## src/rtl/rbi_ram.sv

```systemverilog
// ----------------------------------------------------------------------------
// rbi_ram
// Generic single-port synchronous RAM with registered read data.
// ----------------------------------------------------------------------------
`default_nettype none

module rbi_ram #(
	parameter int WIDTH = 32,
	parameter int DEPTH = 64
) (
	input  wire logic                     clk,
	input  wire logic                     we,
	input  wire logic [$clog2(DEPTH)-1:0] addr,
	input  wire logic [WIDTH-1:0]         wdata,
	output logic      [WIDTH-1:0]         rdata
);

	logic [WIDTH-1:0] mem_q [DEPTH];

	// read first port, registered read data
	always_ff @(posedge clk) begin
		if (we) begin
			mem_q[addr] <= wdata;
		end
		rdata <= mem_q[addr];
	end

endmodule

`default_nettype wire

```

## config.mk

```make
export PLATFORM = sky130hd
export DESIGN_NAME = rbi_ram
export DESIGN_NICKNAME = d
export VERILOG_FILES = /design/src/rtl/rbi_ram.sv
export SDC_FILE = /design/constraint.sdc
export NUM_CORES = 2
export LEC_CHECK = 0
export BUFFER_PORTS_ARGS = -buffer_cell sky130_fd_sc_hd__buf_2
export CAP_MARGIN = 20
export CORE_MARGIN = 5
export CORE_UTILIZATION = 50
export DETAILED_ROUTE_END_ITERATION = 16
export PLACE_DENSITY_LB_ADDON = 0.12
export SLEW_MARGIN = 20
export SYNTH_ARGS = -nofsm -noshare
export SYNTH_HDL_FRONTEND = slang
export SYNTH_SLANG_ARGS = --single-unit
export TNS_END_PERCENT = 30
```

## constraint.sdc

```tcl
create_clock -name clk -period 4.2 [get_ports clk]
set_clock_uncertainty 0.2 [all_clocks]
set_input_delay 0.21 -clock clk [delete_from_list [all_inputs] [get_ports clk]]
set_output_delay 0.21 -clock clk [all_outputs]
set_load 0.02 [all_outputs]
```

==> flow_summary.json <==
{
  "drtIter0Drc": 5556,
  "ys_async_sr_fraction_pct": 0,
  "outcome": "completed",
  "end_kind": "flip-flop",
  "grt_overflow": 0,
  "ys_seq_area_share_pct": 78.7,
  "clkLatencyLatePin_ps": 820,
  "syn_area_mm2": 0.0789,
  "wirelength_um": 227000,
  "wl_per_cell_um": 33.4,
  "grt_antenna_before_repair": 7,
  "seqCellArea_mm2": 0.0621,
  "postCtsSetupRepairBufs": 0,
  "clkTransAtPathRegs_ps": 60,
  "mostFrequentLayoutCell": "edfxtp_1",
  "ys.warnings.count": 0,
  "grt_start_max_net_pins": 65,
  "hold_class": "in -> reg",
  "ios": 72,
  "layout_setup_ws_ps": 665,
  "dieHeight_um": 407,
  "drc": 0,
  "synth_edf_count": 2048,
  "firstDrtPassIters": 6,
  "required_ps": 4680,
  "cts_buffer_depth": 3,
  "crit_family": "buffers and inverters",
  "dp_cells": 6368,
  "placed_cell_area_mm2": 0.0839,
  "start_util_pct": 50.4,
  "grtUsageTotal_pct": 26.8,
  "max_slew.worst_pin.slew_ps": 1120,
  "multi_input_area_mm2": 0.0160,
  "grt_first_pass_wirelength_um": 321000,
  "drv_cap": 0,
  "nFillCells": 11700,
  "ant_nets": 0,
  "rrSetupSlack_ps": 1310,
  "dieArea_mm2": 0.166,
  "via_per_inst": 6.47,
  "slew_headroom_pct": 25.4,
  "fin_util_pct": 58.0,
  "maxSlewViolCount": 0,
  "nets": 4594,
  "layout.cells.non_filler": 6792,
  "fmax_ghz": 0.283,
  "fin_tns_setup_ps": 0,
  "power_leakage_nw": 29.5,
  "mostFrequentLayoutCells": "2048 x edfxtp_1, 262 x buf_4, 259 x mux2i_1",
  "coreArea_mm2": 0.157,
  "synth_seq_cells": 2080,
  "dp_hpwl_um": 134000,
  "cpPeakStageDelay_ps": 830,
  "preCtsSetupSlack_ps": 359,
  "crit_top_cell": "buf_4",
  "fin_crit_ps": 3540,
  "cp_cell_sequence": "dlygate4sd3_1, buf_8, buf_12, buf_4, mux4_2, mux2i_1, nor2_1, a2111oi_0, buf_4, nand3_1",
  "cts_tree": "yes",
  "slowest_stage": "a2111oi_0",
  "period_share_pct": 84.2,
  "htree_levels": 4,
  "synthesis.instances": 4239,
  "cts.sinks": 2080,
  "peakVddDrop_mv": 0.406,
  "cts_root_buf": "clkbuf_16",
  "cts_made_buffers": 206,
  "drive_above_1_share_pct": 20.9,
  "die_x_um": 407,
  "finalInstanceArea_mm2": 0.0908,
  "ys_types": 56,
  "worstPathArrival_ps": 4010,
  "grt_pass1_vias": 42800,
  "rows": 145,
  "path_buf_inv": 5,
  "cp_max_fo": 46,
  "final-hold-violation-count": 0,
  "worstSetupPathType": "in -> reg",
  "vias": 43900,
  "rsz0062_at_grt": "false",
  "syn-mean-instance-area_um2": 18.6,
  "area_growth_syn_to_layout_pct": 15.0,
  "finalSetupViolCount": 0,
  "syn-num-nets": 4279,
  "synthFlopType": "edfxtp_1",
  "gp_congestion": 0.843,
  "startpoint_type": "input port",
  "cellPowerDensity_mw_per_mm2": 477,
  "port_buffers": 71
}
logic make-up after synthesis:
family                 Yosys count  share of synthesized area [%]
DFF                           2080                           78.7
buffers and inverters          300                           1.68
muxes                          502                           8.12
AOI/OAI and AO/OA              933                           8.66
and+or+nand+nor                424                           2.81
registers in the layout (all words and copies together) (netlist names):
signal and count:
mem_q 2048, rdata 32
layer usage:
metal	share of wire, %	wire length, µm	global-route usage [%]	vias up
met5	0.0084	19	0	-
met4	3.9	8760	9.36	4
met3	7.8	17700	4.26	378
met2	49	110000	43.9	2134
met1	40	90200	37.0	23100
li1	-	-	-	18300
report_power, final:
| group | internal (mW) | switching, mW | total (mW) |
|---|---|---|---|
| clock | 10.1 | 7.70 | 17.8 |
| combinational | 0.756 | 1.67 | 2.43 |
| sequential | 23.0 | 0.0733 | 23.1 |
metrics by stage:
step / total power [mW] / hold slack (ps)
2_1_floorplan: 24.6 / 109
3_3_place_gp: 25.9 / 238
3_5_place_dp: 25.9 / 235
4_1_cts: 43.6 / 9.24
5_1_grt: 44.6 / 120
6_report: 43.3 / 98.6
worst reg2reg max path: stages (launching register included):
cell and delay (ps):
edfxtp_1 350, mux4_2 480, mux2i_1 430, nor2_1 80, or4b_1 640, or4_1 570
layout make-up:
cell class,count,share of cell area (%)
Multi-Input combinational cell,1859,17.7
Timing Repair Buffer,405,3.82
Inverter,2,0.0165
Tap cell,2058,2.84
Antenna cell,2,0.00551
Sequential cell,2080,68.4
Clock buffer,276,6.21
Clock inverter,110,1.00
worst paths after layout:
check	from	endpoint	cells after the start
worst max register to register	mem_q[23][11]	rdata[11]	5
worst max-delay path	addr[2]	rdata[18]	10
worst min-delay path	addr[1]	rdata[29]	5
worst min register to register	mem_q[32][5]	rdata[5]	3
cell usage after synthesis (14+ instances only):
master	instances	area share (%)
or4_1	15	0.14
dfxtp_1	32	0.81
mux4_2	96	2.7
a211oi_1	17	0.16
o22a_1	70	0.78
a222oi_1	16	0.20
nand2_1	28	0.13
nand2b_1	18	0.14
a22o_1	66	0.73
o22ai_1	93	0.74
a31oi_1	43	0.34
nor3_1	22	0.14
mux2i_1	259	3.3
and3_1	85	0.67
buf_2	83	0.53
nand3_1	54	0.34
a221o_1	15	0.19
o2bb2ai_1	15	0.17
mux2_2	147	2.1
a221oi_1	175	1.9
a2111oi_0	15	0.17
edfxtp_1	2048	78
nor2_1	145	0.69
or4b_1	14	0.18
clkbuf_1	168	0.80
o21ai_0	84	0.53
nor4_1	14	0.11
a21oi_1	121	0.77
buf_1	33	0.16
a22oi_1	188	1.8
repair_timing:
action	in CTS	in global routing
hold buffers	34	2
gates resized for setup	0	0
hold endpoints to repair	1266	128
Note: power is estimated with default switching activity, not from simulation.
